--- src/rtl/dbcs_text_glyph_layout_defines.svh ---
// Assertion macros for the glyph layout block.
// Each expects clk and rst_n in the scope where it is used.
`ifndef DBCS_TEXT_GLYPH_LAYOUT_DEFINES_SVH
`define DBCS_TEXT_GLYPH_LAYOUT_DEFINES_SVH
`ifndef ASSERT_OFF
// Same-cycle implication.
`define DBCS_ASSERT_IMPL(lbl, ante, cons) \
    lbl: assert property (@(posedge clk) disable iff (!rst_n) (ante) |-> (cons)) \
        else $error("dbcs assertion failed");
// Next-cycle implication.
`define DBCS_ASSERT_NEXT(lbl, ante, cons) \
    lbl: assert property (@(posedge clk) disable iff (!rst_n) (ante) |=> (cons)) \
        else $error("dbcs assertion failed");
`else
`define DBCS_ASSERT_IMPL(lbl, ante, cons)
`define DBCS_ASSERT_NEXT(lbl, ante, cons)
`endif
`endif

--- src/rtl/dbcs_pkg.sv ---
`default_nettype none
package dbcs_pkg;

    localparam int COORD_BITS_DEFAULT = 16;
    localparam int CFG_DATA_BITS      = 16;
    localparam int CFG_INDEX_BITS     = 3;

    // Character set constants
    localparam logic [7:0] GBK_LEAD_BASE  = 8'h81;
    localparam logic [7:0] GBK_ROW_SPAN   = 8'd190;
    localparam logic [7:0] GBK_TRAIL_BASE = 8'h40;
    localparam logic [7:0] GB_BASE        = 8'hA1;
    localparam logic [7:0] GB_ROW_SPAN    = 8'd94;
    localparam logic [7:0] FULLWIDTH_ROW  = 8'hA3;
    localparam logic [7:0] GBK_LEAD_MIN   = 8'h80;
    localparam logic [7:0] GB_LEAD_MIN    = 8'hA0;
    localparam logic [7:0] PRINT_LOW      = 8'h20;
    localparam logic [7:0] GBK_SPLIT      = 8'h5F;
    localparam logic [7:0] PRINT_HIGH     = 8'h7F;
    localparam logic [7:0] NEWLINE_BYTE   = 8'h0A;
    localparam logic [7:0] UPPER_HALF     = 8'h80;

    // Register reset values
    localparam logic        RST_CHARSET_MODE = 1'b0;
    localparam logic [5:0]  RST_FONT_WIDTH   = 6'd16;
    localparam logic [11:0] RST_LINE_WIDTH   = 12'd160;
    localparam logic [7:0]  RST_LINE_HEIGHT  = 8'd20;
    localparam logic [15:0] RST_GLYPH_COUNT  = 16'd0;

    typedef enum logic [CFG_INDEX_BITS-1:0] {
        REG_CHARSET_MODE,
        REG_FONT_WIDTH,
        REG_LINE_WIDTH,
        REG_LINE_HEIGHT,
        REG_GLYPH_COUNT
    } cfg_reg_t;

    typedef struct packed {
        logic        charset_mode;
        logic [5:0]  font_width;
        logic [11:0] line_width;
        logic [7:0]  line_height;
        logic [15:0] glyph_count;
    } cfg_t;

    typedef struct packed {
        logic [7:0]  text_byte;
        logic        string_start;
        logic        string_end;
        logic [15:0] origin_x;
        logic [15:0] origin_y;
        logic [4:0]  alpha_level;
    } text_item_t;

    typedef struct packed {
        logic [15:0] glyph_index;
        logic [15:0] glyph_x;
        logic [15:0] glyph_y;
        logic        glyph_valid;
        logic [4:0]  glyph_alpha;
    } glyph_item_t;

    // Per-byte control from the decoder to the cursor unit
    typedef struct packed {
        logic emit;
        logic advance_full;
        logic advance_half;
        logic newline;
        logic take_lead;
    } step_ctl_t;

endpackage
`default_nettype wire

--- src/rtl/dbcs_ifs.sv ---
`default_nettype none
interface dbcs_text_if;
    logic        valid;
    logic        ready;
    logic [7:0]  text_byte;
    logic        string_start;
    logic        string_end;
    logic [15:0] origin_x;
    logic [15:0] origin_y;
    logic [4:0]  alpha_level;

    modport source (
        output valid, text_byte, string_start, string_end, origin_x, origin_y, alpha_level,
        input  ready
    );
    modport sink (
        input  valid, text_byte, string_start, string_end, origin_x, origin_y, alpha_level,
        output ready
    );
endinterface

interface dbcs_glyph_if;
    logic        valid;
    logic        ready;
    logic [15:0] glyph_index;
    logic [15:0] glyph_x;
    logic [15:0] glyph_y;
    logic        glyph_valid;
    logic [4:0]  glyph_alpha;

    modport source (
        output valid, glyph_index, glyph_x, glyph_y, glyph_valid, glyph_alpha,
        input  ready
    );
    modport sink (
        input  valid, glyph_index, glyph_x, glyph_y, glyph_valid, glyph_alpha,
        output ready
    );
endinterface
`default_nettype wire

--- src/rtl/dbcs_text_glyph_layout.sv ---
// A byte is captured in the input register when it is accepted, and its glyph is
//   written to the result register at the edge where the byte leaves it.
// Throughput: one byte per cycle; the cursor add/compare and the index multiply
//   sit between the input register and the result register. A blocked result
//   holds the waiting byte, glyph or not, and that stalls the input.
// Reset: rst_n (async, active low) empties both stages, clears the cursor state
//   and returns the configuration registers to their defaults.
`default_nettype none
`include "dbcs_text_glyph_layout_defines.svh"
module dbcs_text_glyph_layout
    import dbcs_pkg::*;
#(
    parameter int COORD_BITS = COORD_BITS_DEFAULT
)
(
    input  wire logic                      clk,
    input  wire logic                      rst_n,
    input  wire logic                      cfg_wr_en,
    input  wire logic [CFG_INDEX_BITS-1:0] cfg_index,
    input  wire logic [CFG_DATA_BITS-1:0]  cfg_data,
    dbcs_text_if.sink                      text_in,
    dbcs_glyph_if.source                   glyph_out
);

    // ---------------------------------------------------------------
    // Configuration registers, plain write port, no read-back
    // ---------------------------------------------------------------
    cfg_t cfg_reg;

    always_ff @(posedge clk or negedge rst_n)
    begin
        if (!rst_n)
        begin
            cfg_reg.charset_mode <= RST_CHARSET_MODE;
            cfg_reg.font_width   <= RST_FONT_WIDTH;
            cfg_reg.line_width   <= RST_LINE_WIDTH;
            cfg_reg.line_height  <= RST_LINE_HEIGHT;
            cfg_reg.glyph_count  <= RST_GLYPH_COUNT;
        end
        else if (cfg_wr_en)
        begin
            unique case (cfg_reg_t'(cfg_index))
                REG_CHARSET_MODE: cfg_reg.charset_mode <= cfg_data[0];
                REG_FONT_WIDTH:   cfg_reg.font_width   <= cfg_data[5:0];
                REG_LINE_WIDTH:   cfg_reg.line_width   <= cfg_data[11:0];
                REG_LINE_HEIGHT:  cfg_reg.line_height  <= cfg_data[7:0];
                REG_GLYPH_COUNT:  cfg_reg.glyph_count  <= cfg_data[15:0];
                default:          ; // indexes past the list are ignored
            endcase
        end
    end

    // ---------------------------------------------------------------
    // Input register: one byte waits here while the result register
    // is blocked; it is released as soon as the result slot frees up.
    // ---------------------------------------------------------------
    logic       s1_valid_reg, s1_valid_next;
    text_item_t s1_reg;
    logic       s1_fire;
    logic       in_take;

    logic        out_valid_reg, out_valid_next;
    glyph_item_t out_reg;

    assign s1_fire       = s1_valid_reg && (!out_valid_reg || glyph_out.ready);
    assign text_in.ready = !s1_valid_reg || s1_fire;
    assign in_take       = text_in.valid && text_in.ready;

    always_comb
    begin
        if (in_take)
            s1_valid_next = 1'b1;
        else if (s1_fire)
            s1_valid_next = 1'b0;
        else
            s1_valid_next = s1_valid_reg;
    end

    always_ff @(posedge clk or negedge rst_n)
    begin
        if (!rst_n)
            s1_valid_reg <= 1'b0;
        else
            s1_valid_reg <= s1_valid_next;
    end

    always_ff @(posedge clk)
    begin
        if (in_take)
        begin
            s1_reg.text_byte    <= text_in.text_byte;
            s1_reg.string_start <= text_in.string_start;
            s1_reg.string_end   <= text_in.string_end;
            s1_reg.origin_x     <= text_in.origin_x;
            s1_reg.origin_y     <= text_in.origin_y;
            s1_reg.alpha_level  <= text_in.alpha_level;
        end
    end

    // ---------------------------------------------------------------
    // Decode and glyph index, then cursor/lead state. State moves
    // exactly once per byte, at the edge where the byte leaves s1.
    // ---------------------------------------------------------------
    step_ctl_t   ctl;
    logic [15:0] idx;
    logic        idx_ok;
    logic [7:0]  lead_byte;
    logic        lead_pending;
    logic [15:0] pos_x;
    logic [15:0] pos_y;

    dbcs_index u_index (
        .text_byte    (s1_reg.text_byte),
        .lead_byte    (lead_byte),
        .lead_pending (lead_pending),
        .string_end   (s1_reg.string_end),
        .cfg          (cfg_reg),
        .ctl          (ctl),
        .glyph_index  (idx),
        .glyph_valid  (idx_ok)
    );

    dbcs_cursor #(
        .COORD_BITS (COORD_BITS)
    ) u_cursor (
        .clk          (clk),
        .rst_n        (rst_n),
        .step         (s1_fire),
        .string_start (s1_reg.string_start),
        .text_byte    (s1_reg.text_byte),
        .origin_x     (s1_reg.origin_x),
        .origin_y     (s1_reg.origin_y),
        .ctl          (ctl),
        .cfg          (cfg_reg),
        .lead_byte    (lead_byte),
        .lead_pending (lead_pending),
        .glyph_x      (pos_x),
        .glyph_y      (pos_y)
    );

    // ---------------------------------------------------------------
    // Result register: holds a glyph transaction until taken.
    // ---------------------------------------------------------------
    always_comb
    begin
        if (s1_fire)
            out_valid_next = ctl.emit;
        else if (glyph_out.ready)
            out_valid_next = 1'b0;
        else
            out_valid_next = out_valid_reg;
    end

    always_ff @(posedge clk or negedge rst_n)
    begin
        if (!rst_n)
            out_valid_reg <= 1'b0;
        else
            out_valid_reg <= out_valid_next;
    end

    always_ff @(posedge clk)
    begin
        if (s1_fire && ctl.emit)
        begin
            out_reg.glyph_index <= idx;
            out_reg.glyph_x     <= pos_x;
            out_reg.glyph_y     <= pos_y;
            out_reg.glyph_valid <= idx_ok;
            out_reg.glyph_alpha <= s1_reg.alpha_level;
        end
    end

    assign glyph_out.valid       = out_valid_reg;
    assign glyph_out.glyph_index = out_reg.glyph_index;
    assign glyph_out.glyph_x     = out_reg.glyph_x;
    assign glyph_out.glyph_y     = out_reg.glyph_y;
    assign glyph_out.glyph_valid = out_reg.glyph_valid;
    assign glyph_out.glyph_alpha = out_reg.glyph_alpha;

    // A blocked result with a byte waiting must hold off the input side.
    `DBCS_ASSERT_IMPL(a_stall_blocks_input, out_valid_reg && !glyph_out.ready && s1_valid_reg, !text_in.ready)
    // An in-range glyph never carries a negative index.
    `DBCS_ASSERT_IMPL(a_valid_index_nonneg, out_valid_reg && out_reg.glyph_valid, !out_reg.glyph_index[15])
    // A byte that leaves s1 with nothing behind it empties the stage.
    `DBCS_ASSERT_NEXT(a_fire_drains_s1, s1_fire && !in_take, !s1_valid_reg)

endmodule
`default_nettype wire

--- src/rtl/dbcs_index.sv ---
`default_nettype none
module dbcs_index
    import dbcs_pkg::*;
(
    input  wire logic [7:0]  text_byte,
    input  wire logic [7:0]  lead_byte,
    input  wire logic        lead_pending,
    input  wire logic        string_end,
    input  wire cfg_t        cfg,
    output step_ctl_t        ctl,
    output logic [15:0]      glyph_index,
    output logic             glyph_valid
);

    localparam int IW = 18;

    logic              gb2312;
    logic              nonzero;
    logic              pair;
    logic              single;
    logic              printable;
    logic [7:0]        lead_min;
    logic [7:0]        h_sel;
    logic [7:0]        l_sel;
    logic [7:0]        l_gbk;
    logic signed [IW-1:0] h_s;
    logic signed [IW-1:0] l_s;
    logic signed [IW-1:0] idx_gbk;
    logic signed [IW-1:0] idx_gb;
    logic signed [IW-1:0] idx;

    always_comb
    begin
        gb2312   = cfg.charset_mode;
        nonzero  = (text_byte != '0);
        pair     = nonzero && lead_pending;
        lead_min = gb2312 ? GB_LEAD_MIN : GBK_LEAD_MIN;
        single   = nonzero && !lead_pending && (text_byte <= lead_min);

        if (gb2312)
            printable = (text_byte > PRINT_LOW) && (text_byte <= PRINT_HIGH);
        else
            printable = (text_byte > PRINT_LOW) && (text_byte < PRINT_HIGH);

        ctl.emit         = pair || (single && printable);
        ctl.advance_full = pair;
        ctl.advance_half = single;
        ctl.newline      = single && (text_byte == NEWLINE_BYTE);
        ctl.take_lead    = nonzero && !lead_pending && (text_byte > lead_min) && !string_end;

        // ASCII maps into the full-width row
        l_gbk = (text_byte < GBK_SPLIT) ? 8'(text_byte + PRINT_LOW)
                                        : 8'(text_byte + PRINT_LOW + 8'd1);
        h_sel = pair ? lead_byte : FULLWIDTH_ROW;
        l_sel = pair ? text_byte : (gb2312 ? 8'(UPPER_HALF + text_byte) : l_gbk);

        h_s = $signed({{(IW-8){1'b0}}, h_sel});
        l_s = $signed({{(IW-8){1'b0}}, l_sel});

        idx_gbk = (h_s - $signed({{(IW-8){1'b0}}, GBK_LEAD_BASE}))
                  * $signed({{(IW-8){1'b0}}, GBK_ROW_SPAN})
                  + (l_s - $signed({{(IW-8){1'b0}}, GBK_TRAIL_BASE}))
                  - $signed({{(IW-1){1'b0}}, l_sel[7]});
        idx_gb  = (h_s - $signed({{(IW-8){1'b0}}, GB_BASE}))
                  * $signed({{(IW-8){1'b0}}, GB_ROW_SPAN})
                  + (l_s - $signed({{(IW-8){1'b0}}, GB_BASE}));
        idx     = gb2312 ? idx_gb : idx_gbk;

        glyph_index = idx[15:0];
        glyph_valid = !idx[IW-1] && (idx[IW-2:0] < {{(IW-17){1'b0}}, cfg.glyph_count});
    end

endmodule
`default_nettype wire

--- src/rtl/dbcs_cursor.sv ---
`default_nettype none
`include "dbcs_text_glyph_layout_defines.svh"
module dbcs_cursor
    import dbcs_pkg::*;
#(
    parameter int COORD_BITS = COORD_BITS_DEFAULT
)
(
    input  wire logic        clk,
    input  wire logic        rst_n,
    input  wire logic        step,
    input  wire logic        string_start,
    input  wire logic [7:0]  text_byte,
    input  wire logic [15:0] origin_x,
    input  wire logic [15:0] origin_y,
    input  wire step_ctl_t   ctl,
    input  wire cfg_t        cfg,
    output logic [7:0]       lead_byte,
    output logic             lead_pending,
    output logic [15:0]      glyph_x,
    output logic [15:0]      glyph_y
);

    logic [COORD_BITS-1:0] cursor_reg, cursor_next;
    logic [COORD_BITS-1:0] row_reg, row_next;
    logic [COORD_BITS-1:0] base_reg, base_next;
    logic [7:0]            lead_reg;
    logic                  pend_reg;

    logic [COORD_BITS-1:0] cur0;
    logic [COORD_BITS-1:0] xsum;
    logic [COORD_BITS-1:0] adv_base;
    logic [COORD_BITS-1:0] adv;
    logic [COORD_BITS-1:0] moved;
    logic                  wrap;

    always_comb
    begin
        cur0      = string_start ? '0 : cursor_reg;
        row_next  = string_start ? COORD_BITS'($signed(origin_y)) : row_reg;
        base_next = string_start ? COORD_BITS'($signed(origin_x)) : base_reg;
        xsum      = base_next + cur0;

        // newline parks the cursor at the line end so the advance wraps it
        adv_base = ctl.newline ? COORD_BITS'(cfg.line_width) : cur0;
        if (ctl.advance_full)
            adv = COORD_BITS'(cfg.font_width);
        else if (ctl.advance_half)
            adv = COORD_BITS'(cfg.font_width >> 1);
        else
            adv = '0;
        moved = adv_base + adv;
        wrap  = (ctl.advance_full || ctl.advance_half)
                && (moved >= COORD_BITS'(cfg.line_width));

        cursor_next = wrap ? '0 : moved;
        if (wrap)
            row_next = row_next + COORD_BITS'(cfg.line_height);
    end

    always_ff @(posedge clk or negedge rst_n)
    begin
        if (!rst_n)
        begin
            cursor_reg <= '0;
            row_reg    <= '0;
            base_reg   <= '0;
            pend_reg   <= 1'b0;
        end
        else if (step)
        begin
            cursor_reg <= cursor_next;
            row_reg    <= row_next;
            base_reg   <= base_next;
            pend_reg   <= ctl.take_lead;
        end
    end

    always_ff @(posedge clk)
    begin
        if (step && ctl.take_lead)
            lead_reg <= text_byte;
    end

    assign lead_byte    = lead_reg;
    assign lead_pending = pend_reg && !string_start;
    // position of the glyph is taken before the advance
    assign glyph_x      = 16'(xsum);
    assign glyph_y      = 16'(string_start ? COORD_BITS'($signed(origin_y)) : row_reg);

    `DBCS_ASSERT_IMPL(a_lead_is_high, pend_reg, lead_reg[7])
    `DBCS_ASSERT_NEXT(a_pair_clears_lead, step && ctl.advance_full, !pend_reg)

endmodule
`default_nettype wire

--- src/flat_wrapper.sv ---
// flat-port wrapper written by rule: the top's interface ports become plain ports
module dbcs_text_glyph_layout_flat import dbcs_pkg::*;
#(
    parameter int COORD_BITS = COORD_BITS_DEFAULT
)
  (clk, rst_n, cfg_wr_en, cfg_index, cfg_data, text_in_valid, text_in_text_byte, text_in_string_start, text_in_string_end, text_in_origin_x, text_in_origin_y, text_in_alpha_level, text_in_ready, glyph_out_valid, glyph_out_glyph_index, glyph_out_glyph_x, glyph_out_glyph_y, glyph_out_glyph_valid, glyph_out_glyph_alpha, glyph_out_ready);
  dbcs_text_if text_in_i ();
  dbcs_glyph_if glyph_out_i ();
  input  wire logic clk;
  input  wire logic rst_n;
  input  wire logic cfg_wr_en;
  input  wire logic [CFG_INDEX_BITS-1:0] cfg_index;
  input  wire logic [CFG_DATA_BITS-1:0] cfg_data;
  input wire logic [$bits(text_in_i.valid)-1:0] text_in_valid;
  input wire logic [$bits(text_in_i.text_byte)-1:0] text_in_text_byte;
  input wire logic [$bits(text_in_i.string_start)-1:0] text_in_string_start;
  input wire logic [$bits(text_in_i.string_end)-1:0] text_in_string_end;
  input wire logic [$bits(text_in_i.origin_x)-1:0] text_in_origin_x;
  input wire logic [$bits(text_in_i.origin_y)-1:0] text_in_origin_y;
  input wire logic [$bits(text_in_i.alpha_level)-1:0] text_in_alpha_level;
  output wire logic [$bits(text_in_i.ready)-1:0] text_in_ready;
  output wire logic [$bits(glyph_out_i.valid)-1:0] glyph_out_valid;
  output wire logic [$bits(glyph_out_i.glyph_index)-1:0] glyph_out_glyph_index;
  output wire logic [$bits(glyph_out_i.glyph_x)-1:0] glyph_out_glyph_x;
  output wire logic [$bits(glyph_out_i.glyph_y)-1:0] glyph_out_glyph_y;
  output wire logic [$bits(glyph_out_i.glyph_valid)-1:0] glyph_out_glyph_valid;
  output wire logic [$bits(glyph_out_i.glyph_alpha)-1:0] glyph_out_glyph_alpha;
  input wire logic [$bits(glyph_out_i.ready)-1:0] glyph_out_ready;
  assign text_in_i.valid = text_in_valid;
  assign text_in_i.text_byte = text_in_text_byte;
  assign text_in_i.string_start = text_in_string_start;
  assign text_in_i.string_end = text_in_string_end;
  assign text_in_i.origin_x = text_in_origin_x;
  assign text_in_i.origin_y = text_in_origin_y;
  assign text_in_i.alpha_level = text_in_alpha_level;
  assign text_in_ready = text_in_i.ready;
  assign glyph_out_valid = glyph_out_i.valid;
  assign glyph_out_glyph_index = glyph_out_i.glyph_index;
  assign glyph_out_glyph_x = glyph_out_i.glyph_x;
  assign glyph_out_glyph_y = glyph_out_i.glyph_y;
  assign glyph_out_glyph_valid = glyph_out_i.glyph_valid;
  assign glyph_out_glyph_alpha = glyph_out_i.glyph_alpha;
  assign glyph_out_i.ready = glyph_out_ready;
  dbcs_text_glyph_layout #(.COORD_BITS(COORD_BITS)) u_core (.clk(clk), .rst_n(rst_n), .cfg_wr_en(cfg_wr_en), .cfg_index(cfg_index), .cfg_data(cfg_data), .text_in(text_in_i), .glyph_out(glyph_out_i));
endmodule
--- config.mk ---
export PLATFORM = sky130hd
export DESIGN_NAME = dbcs_text_glyph_layout_flat
export DESIGN_NICKNAME = d
export VERILOG_FILES = /design/src/rtl/dbcs_pkg.sv /design/src/rtl/dbcs_ifs.sv /design/src/rtl/dbcs_text_glyph_layout.sv /design/src/rtl/dbcs_index.sv /design/src/rtl/dbcs_cursor.sv /design/src/flat_wrapper.sv
export VERILOG_INCLUDE_DIRS = /design/src /design/src/rtl
export SDC_FILE = /design/constraint.sdc
export NUM_CORES = 1
export LEC_CHECK = 0
export BUFFER_PORTS_ARGS = -buffer_cell sky130_fd_sc_hd__clkbuf_2
export CAP_MARGIN = 20
export CORE_UTILIZATION = 25
export CTS_CLUSTER_SIZE = 30
export DETAILED_ROUTE_END_ITERATION = 7
export HOLD_SLACK_MARGIN = 0.12
export SYNTH_ARGS = -nofsm -noshare
export SYNTH_HDL_FRONTEND = slang
export SYNTH_SLANG_ARGS = --single-unit
--- constraint.sdc ---
create_clock -name clk -period 12.7 [get_ports clk]
set_clock_uncertainty 0.15 [all_clocks]
set_input_delay 2.54 -clock clk [delete_from_list [all_inputs] [get_ports clk]]
set_output_delay 2.54 -clock clk [all_outputs]
set_load 0.005 [all_outputs]
==> run_results.csv, run 1 <==
group,metric,value,unit
power,p_total,3.76,mW
clock_network,cts_max_path_buffers,3,
worst_setup_path,path_max_fanout,15,
clock_network,postCtsSetupBuffers,0,
worst_setup_path,crit_arrival,10.07,ns
logic_synthesis,yosysMostFrequentCell,"inv_1",
logic_synthesis,synth_top_area_share,21.2,%
detailed_routing,wl,39100,um
detailed_routing,vias,11400,
clock_network,clk_latency,0.55,ns
logic_synthesis,synth_top_cell_by_area,"edfxtp_1",
grt,grt_max_degree,57,
clock_network,clk_pin_slew,0.06,ns
timing,setup_violations,0,
grt,grt_pass1_vias,11600,
detailed_routing,via_per_inst,4.58,
power,p_per_area,209,nW/um^2
cells_and_area,drive_gt1_share,16.2,%
clock_network,ctsResizeCount,0,
floorplanning,core-area,60700,sq um
logic_synthesis,synth_area_leaders,"edfxtp_1 21%, dfrtp_1 14%, ha_1 14%, fa_1 6.4%, inv_1 4.8%",
floorplanning,num_rows,90,
power,clkPwrFrac,21.3,%
timing,rsz0062_at_grt,"false",
clock_network,root_buffer,"clkbuf_16",
power,internal_power,2.23,mW
clock_network,cts-buffers-inserted,25,
detailed_routing,dr.pass1.iters,7,
grt,grt-ovfl-total,0,
timing,hold_ws,0.271,ns
floorplanning,pin_count,127,
timing,slew_headroom,30.4,%
logic_synthesis,netlist_top_cells_count,"197 x inv_1, 177 x ha_1, 134 x nand2_1, 109 x edfxtp_1, 92 x o21ai_0",
timing,fin_tns_setup,0,ns
floorplanning,die_h,250,um
logic_synthesis,syn_inst,1550,
floorplanning,dieArea,62700,sq um
power,max-vdd-ir-drop,142,uV
worst_setup_path,cp-end-kind,"flip-flop",
logic_synthesis,syn_area,15400,sq um
logic_synthesis,yosysWarnings,0,
logic_synthesis,yosysUniqueCellTypes,75,
timing,hold_violations,0,
placed_design,io_buffers,126,
clock_network,htreeDepth,1,
power,netSwitchingFraction,40.5,%
worst_setup_path,cp_slowest_cell,"nor2_1",
worst_setup_path,worstSetupPathType,"flip-flop to flip-flop",
detailed_routing,ant_nets,0,
timing,finalCritPeriodShare,77.6,%
clock_network,numClockSinks,203,
worst_setup_path,crit_required,12.91,ns
power,p_leak,8.11,nW
placed_design,gp_congestion,0.831,
grt,grt_usage,12.4,%
cells_and_area,largest_register_ffs,47,
worst_setup_path,timing.rr.start,"u_core.s1_reg[39]$_DFFE_PP_",
status,status,"completed",
timing,fmaxAchievable,0.101,GHz
timing,worstMarginPinSlew,1.04,ns
worst_hold_path,hold_class,"flip-flop to flip-flop",
detailed_routing,drt_iter0_drc,555,
logic_synthesis,avgSynthCellArea,9.96,sq um
timing,timing.final.crit_period,9.86,ns
worst_setup_path,start_kind,"flip-flop",
logic_synthesis,ys.flop_type,"edfxtp_1",
placed_design,dp_hpwl,30600,um
power,p_seq_share,24.7,%
floorplanning,die_w,250,um
detailed_routing,drt-wirelength-per-cell,15.7,um
detailed_routing,drc,0,
cells_and_area,syn_to_final_growth,16.4,%
logic_synthesis,synthesis.nets,1847,
power,switchingPower,1.52,mW
power,combPwrFrac,54.0,%
worst_setup_path,critPathLaunch,"u_core.s1_reg[39]$_DFFE_PP_",
worst_setup_path,crit_path_max_incr_delay,0.80,ns
clock_network,cts_tree,"done",
job,cap_viol_max_count,0,
grt,grt_first_pass_wirelength,62500,um
cells_and_area,final_net_count,1978,
floorplanning,start_util,25.4,%
worst_hold_path,worstHoldStart,"u_core.s1_reg[4]$_DFFE_PP_",
logic_synthesis,synth-seq-cells,203,
logic_synthesis,yosysSeqAreaShare,36.5,%
clock_network,hold_buffers,0,
worst_setup_path,cp_common_cell,"ha_1",
logic_synthesis,synth_edf_count,109,
logic_synthesis,async_flop_share,46.3,%
grt,antenna_found_initial,1,
timing,report.final.slew_viol_count,0,
layout by cell type (no fill, tap or decap), drive strengths merged, types with 5 or more instances in the layout:
cell / count
nor3: 27
nor2: 79
a31oi: 9
a21boi: 7
buf: 15
nand2b: 19
xnor2: 79
a211oi: 8
nand4: 12
clkbuf: 155
o31a: 5
a21o: 25
o31ai: 14
o21bai: 8
mux2: 64
clkinv: 6
xor2: 28
inv: 200
dfstp: 5
o211ai: 7
fa: 49
edfxtp: 109
nand3: 33
o21ai: 97
or2: 6
and3: 10
nor4: 7
dfrtp: 89
bufinv: 6
mux2i: 24
a31o: 5
ha: 177
or3: 10
nand2: 134
o21a: 12
nor2b: 27
o2111ai: 5
and2: 11
a21oi: 64
worst max-delay path: cells and delay by family (launching register included):
kind | cells | cell delay [ns]
AO/OA/AOI/OAI | 12 | 2.23
XOR/XNOR | 1 | 0.15
adder cells (fa/ha/maj) | 9 | 3.43
buffers and inverters | 5 | 0.90
flip-flops | 1 | 0.52
AND/OR/NAND/NOR | 7 | 2.27
cell families after synthesis:
group / count (synthesis) / synth area share [%]
xor gates and xnor gates: 107 / 6.12
and+or+nand+nor: 396 / 12.5
DFF: 203 / 36.5
buffers and inverters: 234 / 5.80
adders and majority gates: 226 / 20.7
muxes: 88 / 6.25
AOI/OAI and AO/OA: 296 / 12.2
worst paths after layout:
| kind | slack (ns) | cells after the start | to |
|---|---|---|---|
| max in group asynchronous | 9.39 | 2 | u_core.cfg_reg[13]$_DFFE_PN0P_ |
| max reg2reg | 2.84 | 34 | u_core.glyph_out.glyph_valid$_DFFE_PP_ |
| min reg2reg | 0.27 | 0 | u_core.glyph_out.glyph_alpha[4]$_DFFE_PP_ |
| min in group asynchronous | 1.87 | 1 | u_core.u_cursor.row_reg[14]$_DFFE_PN0P_ |
| max | 2.84 | 34 | u_core.glyph_out.glyph_valid$_DFFE_PP_ |
| min | 0.27 | 0 | u_core.glyph_out.glyph_alpha[4]$_DFFE_PP_ |
cell type report:
cell class	instances	area, sq um
tap	782	978
clock buffer	30	654
sequential	203	5630
clock inverter	16	275
antenna	1	2.50
multi-input combinational	1113	8920
inverter	198	743
fill	6216	42700
timing repair buffer	140	758
power by group through the flow:
stage	logic, mW	registers (mW)	clock network, mW
floorplan	1.48	0.927	0
global placement	1.98	0.936	0
detailed placement	2.03	0.941	0
CTS	2.05	0.929	0.820
global route	2.30	0.943	0.843
finish	2.03	0.928	0.800
metal layers:
metal	global-route usage (%)	up-vias	part of all wire, %
met5	0	-	0
met4	2.35	0	1.6
met3	2.13	39	3.9
met2	19.5	196	44
met1	17.8	5476	51
li1	-	5667	-
per-stage QoR:
stage / utilization (%) / setup slack (ns) / instances / instance area [sq um]
global route: 29.6 / 2.07 / 2483 / 18000
global placement: 28.0 / 3.19 / 2434 / 17000
CTS: 29.5 / 2.82 / 2481 / 17900
detailed placement: 28.0 / 2.86 / 2435 / 17000
floorplan: - / 3.70 / 1550 / 15400
finish: 29.6 / 2.84 / 2483 / 18000
No activity file was read; power rests on OpenSTA's default activity.
==> run 2: changes to the inputs <==
--- a/config.mk
+++ b/config.mk
@@ -6,6 +6,7 @@
 export SDC_FILE = /design/constraint.sdc
 export NUM_CORES = 1
 export LEC_CHECK = 0
+export ABC_AREA = 1
 export BUFFER_PORTS_ARGS = -buffer_cell sky130_fd_sc_hd__clkbuf_2
 export CAP_MARGIN = 20
 export CORE_UTILIZATION = 25
==> constraint.sdc (replaced) <==
create_clock -name clk -period 9.7 [get_ports clk]
set_clock_uncertainty 0.15 [all_clocks]
set_input_delay 1.94 -clock clk [delete_from_list [all_inputs] [get_ports clk]]
set_output_delay 1.94 -clock clk [all_outputs]
set_load 0.005 [all_outputs]
==> run 2 against run 1 <==
Against the previous run:
- via count increased by 12%
- non-clock buffer count decreased by 5
- routed wire length increased by 6.0%
- first-iteration DRC count increased by 25%
- highest routed layer is now met5
==> run_results.csv, run 2 <==
group,metric,value,unit
cells_and_area,fillers,6731,
timing,slew_headroom,39.0,%
timing,worstMarginPinSlew,0.906,ns
floorplanning,start_util,25.3,%
grt,antenna_found_initial,5,
floorplanning,dieArea,65000,sq um
clock_network,root_buffer,"clkbuf_16",
logic_synthesis,synth_top_area_share,20.5,%
timing,hold_violations,0,
clock_network,clk_pin_slew,0.06,ns
job,cap_viol_max_count,0,
clock_network,cts-buffers-inserted,23,
clock_network,cts_tree,"done",
detailed_routing,dr.pass1.iters,5,
logic_synthesis,synth-seq-cells,203,
placed_design,io_buffers,126,
logic_synthesis,ys.flop_type,"edfxtp_1",
grt,grt_pass1_vias,12300,
cells_and_area,final_net_count,2360,
timing,fmaxAchievable,0.114,GHz
detailed_routing,drt_iter0_drc,694,
logic_synthesis,netlist_top_cells_count,"378 x nand2_1, 368 x inv_1, 177 x ha_1, 166 x o21ai_0, 109 x edfxtp_1",
timing,setup_violations,0,
grt,use_met3,1.93,%
placed_design,placed_cells,2884,
floorplanning,die_h,255,um
timing,fin_tns_setup,0,ns
worst_hold_path,hold_class,"flip-flop to flip-flop",
power,p_leak,9.02,nW
grt,grt-ovfl-total,0,
clock_network,hold_buffers,0,
cells_and_area,finalNonFillerCells,2927,
grt,grt_busiest_layer,"met2",
logic_synthesis,yosysSeqAreaShare,35.2,%
detailed_routing,wl,41400,um
detailed_routing,ant_nets,0,
cells_and_area,syn_to_final_growth,14.8,%
cells_and_area,mostFrequentLayoutCell,"nand2_1",
cells_and_area,finalInstanceArea,18400,sq um
placed_design,dp_hpwl,33100,um
floorplanning,num_rows,92,
detailed_routing,drc,0,
timing,report.final.slew_viol_count,0,
placed_design,placed_area,17600,sq um
power,max-vdd-ir-drop,217,uV
logic_synthesis,yosysMostFrequentCell,"nand2_1",
cells_and_area,largest_register_ffs,47,
logic_synthesis,async_flop_share,46.3,%
worst_setup_path,path_max_fanout,14,
timing,rsz0062_at_grt,"false",
logic_synthesis,yosysUniqueCellTypes,58,
logic_synthesis,yosysWarnings,0,
grt,grt_first_pass_wirelength,66300,um
worst_setup_path,start_kind,"flip-flop",
floorplanning,die_w,255,um
logic_synthesis,avgSynthCellArea,8.25,sq um
logic_synthesis,synth_area_leaders,"edfxtp_1 20%, dfrtp_1 14%, ha_1 14%, nand2_1 8.9%, inv_1 8.6%",
timing,finalCritPeriodShare,90.6,%
logic_synthesis,synth_edf_count,109,
clock_network,numClockSinks,203,
status,status,"completed",
clock_network,cts_max_path_buffers,3,
grt,grtUsageMet2,19.5,%
worst_setup_path,crit_path_max_incr_delay,0.54,ns
worst_setup_path,worstSetupPathType,"flip-flop to flip-flop",
cells_and_area,final_cell_mix,"377 x nand2_1, 367 x inv_1, 177 x ha_1",
worst_setup_path,cp_slowest_cell,"fa_1",
grt,grt_max_degree,81,
clock_network,clk_latency,0.54,ns
worst_setup_path,cp-end-kind,"flip-flop",
worst_setup_path,crit_required,9.93,ns
cells_and_area,drive_gt1_share,11.3,%
detailed_routing,via_per_inst,4.35,
timing,timing.final.crit_period,8.79,ns
floorplanning,pin_count,127,
logic_synthesis,synth_top_cell_by_area,"edfxtp_1",
logic_synthesis,syn_inst,1940,
placed_design,gp_congestion,0.878,
grt,met1_usage,19.1,%
floorplanning,core-area,63200,sq um
grt,grt_usage,12.9,%
detailed_routing,vias,12700,
clock_network,htreeDepth,1,
logic_synthesis,synthesis.nets,2237,
detailed_routing,drt-wirelength-per-cell,14.1,um
logic_synthesis,syn_area,16000,sq um
worst_setup_path,crit_arrival,9.03,ns
power,p_per_area,298,nW/um^2
## run 2: cell count changes in the layout (fill, tap and decap cells not counted), sizes merged, moves of 50 or more
cell / before / now
nand2: 134 / 391
inv: 200 / 374
mux2: 64 / 1
xnor2: 79 / 29
o21ai: 97 / 180
nand3: 33 / 97
## run 2: routing by layer
| layer | vias to the layer above | wire [um] |
|---|---|---|
| met3 | 59 | 1980 |
| met2 | 269 | 17200 |
| li1 | 6563 | - |
| met5 | - | 37 |
| met4 | 6 | 830 |
| met1 | 5828 | 21400 |
## run 2: kinds of logic (layout without fill, tap and decap cells)
family	count (synthesis)	after routing	share of synthesized area, %
other cells	0	1	0
compound gates	344	344	11.8
fa+ha+maj	226	226	20.0
buf+inv	410	550	9.91
flops	203	203	35.2
mux	4	4	0.258
xor+xnor	88	88	4.82
simple gates	665	665	18.1
## run 2: what timing repair did
action / 4_1_cts / 5_1_grt
gates resized for setup: 0 / 1
hold endpoints to repair: 0 / 0
endpoints found under the setup margin: 0 / 1
setup buffers: 0 / 0
## run 2: cell type report
type                       instances  area, sq um  share of cell area [%]
multi-input combinational       1327         8810                    48.0
sequential                       203         5630                    30.7
inverter                         373         1400                    7.62
tap                              846         1060                    5.76
timing repair buffer             135          713                    3.88
clock buffer                      31          668                    3.64
clock inverter                    11         83.8                   0.456
antenna                            1         2.50                  0.0136
## run 2: worst max-delay path: cells and delay by family (launching register included)
family,cells,cell delay (ns)
buffers and inverters,7,0.80
XOR/XNOR,1,0.16
adder cells (fa/ha/maj),10,3.66
AO/OA/AOI/OAI,10,1.75
flip-flops,1,0.41
AND/OR/NAND/NOR,10,1.71
## run 2: final timing paths
check,startpoint,to,slack [ns],cells past startpoint
min in group asynchronous,rst_n,u_core.s1_valid_reg$_DFFE_PN0P_,1.21,1
max reg2reg,u_core.s1_reg[39]$_DFFE_PP_,u_core.glyph_out.glyph_valid$_DFFE_PP_,0.91,38
max in group asynchronous,rst_n,u_core.cfg_reg[5]$_DFFE_PN0P_,6.95,2
min,u_core.s1_reg[3]$_DFFE_PP_,u_core.glyph_out.glyph_alpha[3]$_DFFE_PP_,0.27,0
max,u_core.s1_reg[39]$_DFFE_PP_,u_core.glyph_out.glyph_valid$_DFFE_PP_,0.91,38
min reg2reg,u_core.s1_reg[3]$_DFFE_PP_,u_core.glyph_out.glyph_alpha[3]$_DFFE_PP_,0.27,0
## run 2: metrics by stage
step / util [%] / hold slack (ns) / power (mW) / setup WS, ns
after floorplan: - / 0.250 / 3.77 / 2.05
after global placement: 27.8 / 0.251 / 4.58 / 0.985
after detailed placement: 27.9 / 0.256 / 4.60 / 0.775
after CTS: 29.1 / 0.270 / 5.50 / 0.706
after global routing: 29.1 / 0.271 / 6.08 / 0.0815
final: 29.1 / 0.268 / 5.47 / 0.908
## run 2: report_power, final
group / switching, mW / total [mW] / internal, mW
combinational: 2.13 / 3.38 / 1.25
sequential: 0.0702 / 1.22 / 1.15
clock: 0.379 / 0.870 / 0.491
total: 2.58 / 5.47 / 2.89
==> run 3: changes to the inputs <==
--- a/config.mk
+++ b/config.mk
@@ -9,10 +9,11 @@
 export ABC_AREA = 1
 export BUFFER_PORTS_ARGS = -buffer_cell sky130_fd_sc_hd__clkbuf_2
 export CAP_MARGIN = 20
-export CORE_UTILIZATION = 25
+export CORE_UTILIZATION = 62
 export CTS_CLUSTER_SIZE = 30
 export DETAILED_ROUTE_END_ITERATION = 7
 export HOLD_SLACK_MARGIN = 0.12
+export PLACE_DENSITY = 0.9
 export SYNTH_ARGS = -nofsm -noshare
 export SYNTH_HDL_FRONTEND = slang
 export SYNTH_SLANG_ARGS = --single-unit
==> run 3 against run 2 <==
Against the previous run:
- hold slack about the same
- cell count down 18%
- combinational power up 4%
- maximum frequency rose by 1.0%
- total power is 1.0% higher
- routed wire length is 5.3% lower
- count of clock-buffer cells in the layout down 4
- worst setup slack improved by 0.087 ns
- sequential share of layout area rose by 1.2 points
- cell area shrank 3.7%
- non-clock buffer count is 1 lower
- largest power group unchanged
==> run_results.csv, run 3 (synthesis gave the netlist of run 2 again) <==
group,metric,value,unit
worst_setup_path,cp_slowest_cell,"fa_1",
detailed_routing,drt_iter0_drc,993,
power,max-vdd-ir-drop,276,uV
detailed_routing,wl,39200,um
clock_network,clk_latency,0.54,ns
worst_setup_path,crit_required,9.92,ns
worst_setup_path,rr_worst_depth,40,
job,cap_viol_max_count,0,
timing,fmaxAchievable,0.115,GHz
placed_design,io_buffers,126,
timing,timing.final.crit_period,8.71,ns
worst_setup_path,start_kind,"flip-flop",
floorplanning,num_rows,58,
worst_setup_path,path_max_fanout,8,
worst_hold_path,worstHoldStart,"u_core.s1_reg[1]$_DFFE_PP_",
detailed_routing,vias,13500,
power,p_leak,8.99,nW
timing,slew_headroom,40.8,%
worst_setup_path,cp_common_cell,"nand2_1",
worst_hold_path,whs_path_depth,0,
clock_network,htreeDepth,1,
worst_setup_path,cp-end-kind,"flip-flop",
floorplanning,die_w,163,um
detailed_routing,ant_nets,0,
timing,report.final.slew_viol_count,0,
detailed_routing,dr.pass1.iters,7,
timing,fin_tns_setup,0,ns
worst_setup_path,r2r_slack,0.99,ns
detailed_routing,drt-wirelength-per-cell,16.3,um
floorplanning,pin_count,127,
clock_network,root_buffer,"clkbuf_16",
floorplanning,die_h,163,um
clock_network,cts_tree,"done",
timing,setup_slack,0.995,ns
cells_and_area,syn_to_final_growth,10.5,%
floorplanning,start_util,63.4,%
cells_and_area,largest_register_ffs,47,
grt,grt_usage,30.4,%
worst_setup_path,r2r_end,"u_core.glyph_out.glyph_valid$_DFFE_PP_",
worst_hold_path,holdPathEnd,"u_core.glyph_out.glyph_alpha[1]$_DFFE_PP_",
worst_setup_path,crit_path_max_incr_delay,0.55,ns
cells_and_area,drive_gt1_share,11.3,%
cells_and_area,final_cell_mix,"378 x nand2_1, 366 x inv_1, 177 x ha_1",
clock_network,clk_pin_slew,0.07,ns
worst_setup_path,worstSetupPathType,"flip-flop to flip-flop",
placed_design,dp_slack,0.857,ns
timing,rsz0062_at_grt,"false",
worst_setup_path,timing.rr.start,"u_core.s1_reg[39]$_DFFE_PP_",
clock_network,postCtsSetupBuffers,0,
grt,antenna_found_initial,1,
floorplanning,dieArea,26500,sq um
grt,grt-ovfl-total,0,
detailed_routing,drc,0,
status,status,"completed",
cells_and_area,fillers,1921,
clock_network,cts-buffers-inserted,22,
placed_design,dp_hpwl,30700,um
power,p_per_area,312,nW/um^2
grt,grt_first_pass_wirelength,64400,um
detailed_routing,via_per_inst,5.62,
timing,worstMarginPinSlew,0.886,ns
clock_network,numClockSinks,203,
cells_and_area,mostFrequentLayoutCell,"nand2_1",
timing,setup_violations,0,
timing,hold_violations,0,
grt,grt_max_degree,81,
timing,hold_ws,0.268,ns
clock_network,cts_max_path_buffers,3,
grt,grt_pass1_vias,13500,
placed_design,gp_congestion,1.02,
worst_setup_path,crit_arrival,8.92,ns
cells_and_area,final_net_count,2358,
timing,finalCritPeriodShare,89.7,%
floorplanning,core-area,25300,sq um
worst_hold_path,hold_class,"flip-flop to flip-flop",
run 3: worst max-delay path by stage:
stage | startpoint | endpoint | slack, ns | cells past startpoint
floorplan | u_core.s1_reg[39]$_DFFE_PP_ | u_core.glyph_out.glyph_valid$_DFFE_PP_ | 2.05 | 41
global placement | u_core.s1_reg[39]$_DFFE_PP_ | u_core.glyph_out.glyph_valid$_DFFE_PP_ | 1.16 | 40
detailed placement | u_core.s1_reg[39]$_DFFE_PP_ | u_core.glyph_out.glyph_valid$_DFFE_PP_ | 0.86 | 35
global route | u_core.s1_reg[39]$_DFFE_PP_ | u_core.glyph_out.glyph_valid$_DFFE_PP_ | 0.12 | 45
CTS | u_core.s1_reg[39]$_DFFE_PP_ | u_core.glyph_out.glyph_valid$_DFFE_PP_ | 0.79 | 35
finish | u_core.s1_reg[39]$_DFFE_PP_ | u_core.glyph_out.glyph_valid$_DFFE_PP_ | 0.99 | 40
run 3: metrics by stage:
| step | instances | power (mW) | cell area [sq um] | utilization (%) |
|---|---|---|---|---|
| after detailed placement | 2365 | 4.66 | 16900 | 67.0 |
| after global routing | 2407 | 6.03 | 17700 | 70.0 |
| after global placement | 2365 | 4.55 | 16900 | 67.0 |
| after floorplan | 1940 | 3.77 | 16000 | - |
| after CTS | 2405 | 5.50 | 17600 | 69.8 |
| final | 2408 | 5.52 | 17700 | 70.0 |
run 3: final cells by class:
type / count / area [sq um] / area share, %
Antenna cell: 1 / 2.50 / 0.0142
Clock buffer: 27 / 599 / 3.39
Clock inverter: 13 / 103 / 0.580
Inverter: 373 / 1400 / 7.94
Multi-Input combinational cell: 1327 / 8820 / 49.9
Sequential cell: 203 / 5630 / 31.8
Tap cell: 330 / 413 / 2.33
Timing Repair Buffer: 134 / 713 / 4.03
run 3: timing repair:
item	CTS	global route
hold buffers	0	0
endpoints found under the setup margin	0	1
resized for setup	0	4
run 3: power breakdown:
group / total, mW / switching [mW] / internal, mW / leakage (nW)
logic: 3.50 / 2.22 / 1.28 / 6.44
registers: 1.22 / 0.0762 / 1.15 / 2.21
clock network: 0.803 / 0.356 / 0.446 / 0.344
run 3: per-layer routing:
layer / GRT usage, % / wire (um) / vias up
met5: 0 / 0 / -
met4: 9.05 / 1110 / 0
met3: 4.56 / 2860 / 89
met2: 53.0 / 19200 / 564
met1: 38.9 / 16100 / 6328
li1: - / - / 6553
run 3: critical path, delay by kind of cell, from the launching register on:
| family | cells | cell delay (ns) |
|---|---|---|
| AO/OA/AOI/OAI | 10 | 1.69 |
| XOR/XNOR | 1 | 0.20 |
| adder cells (fa/ha/maj) | 10 | 3.66 |
| buffers and inverters | 7 | 0.68 |
| flip-flops | 1 | 0.41 |
| AND/OR/NAND/NOR | 12 | 1.71 |
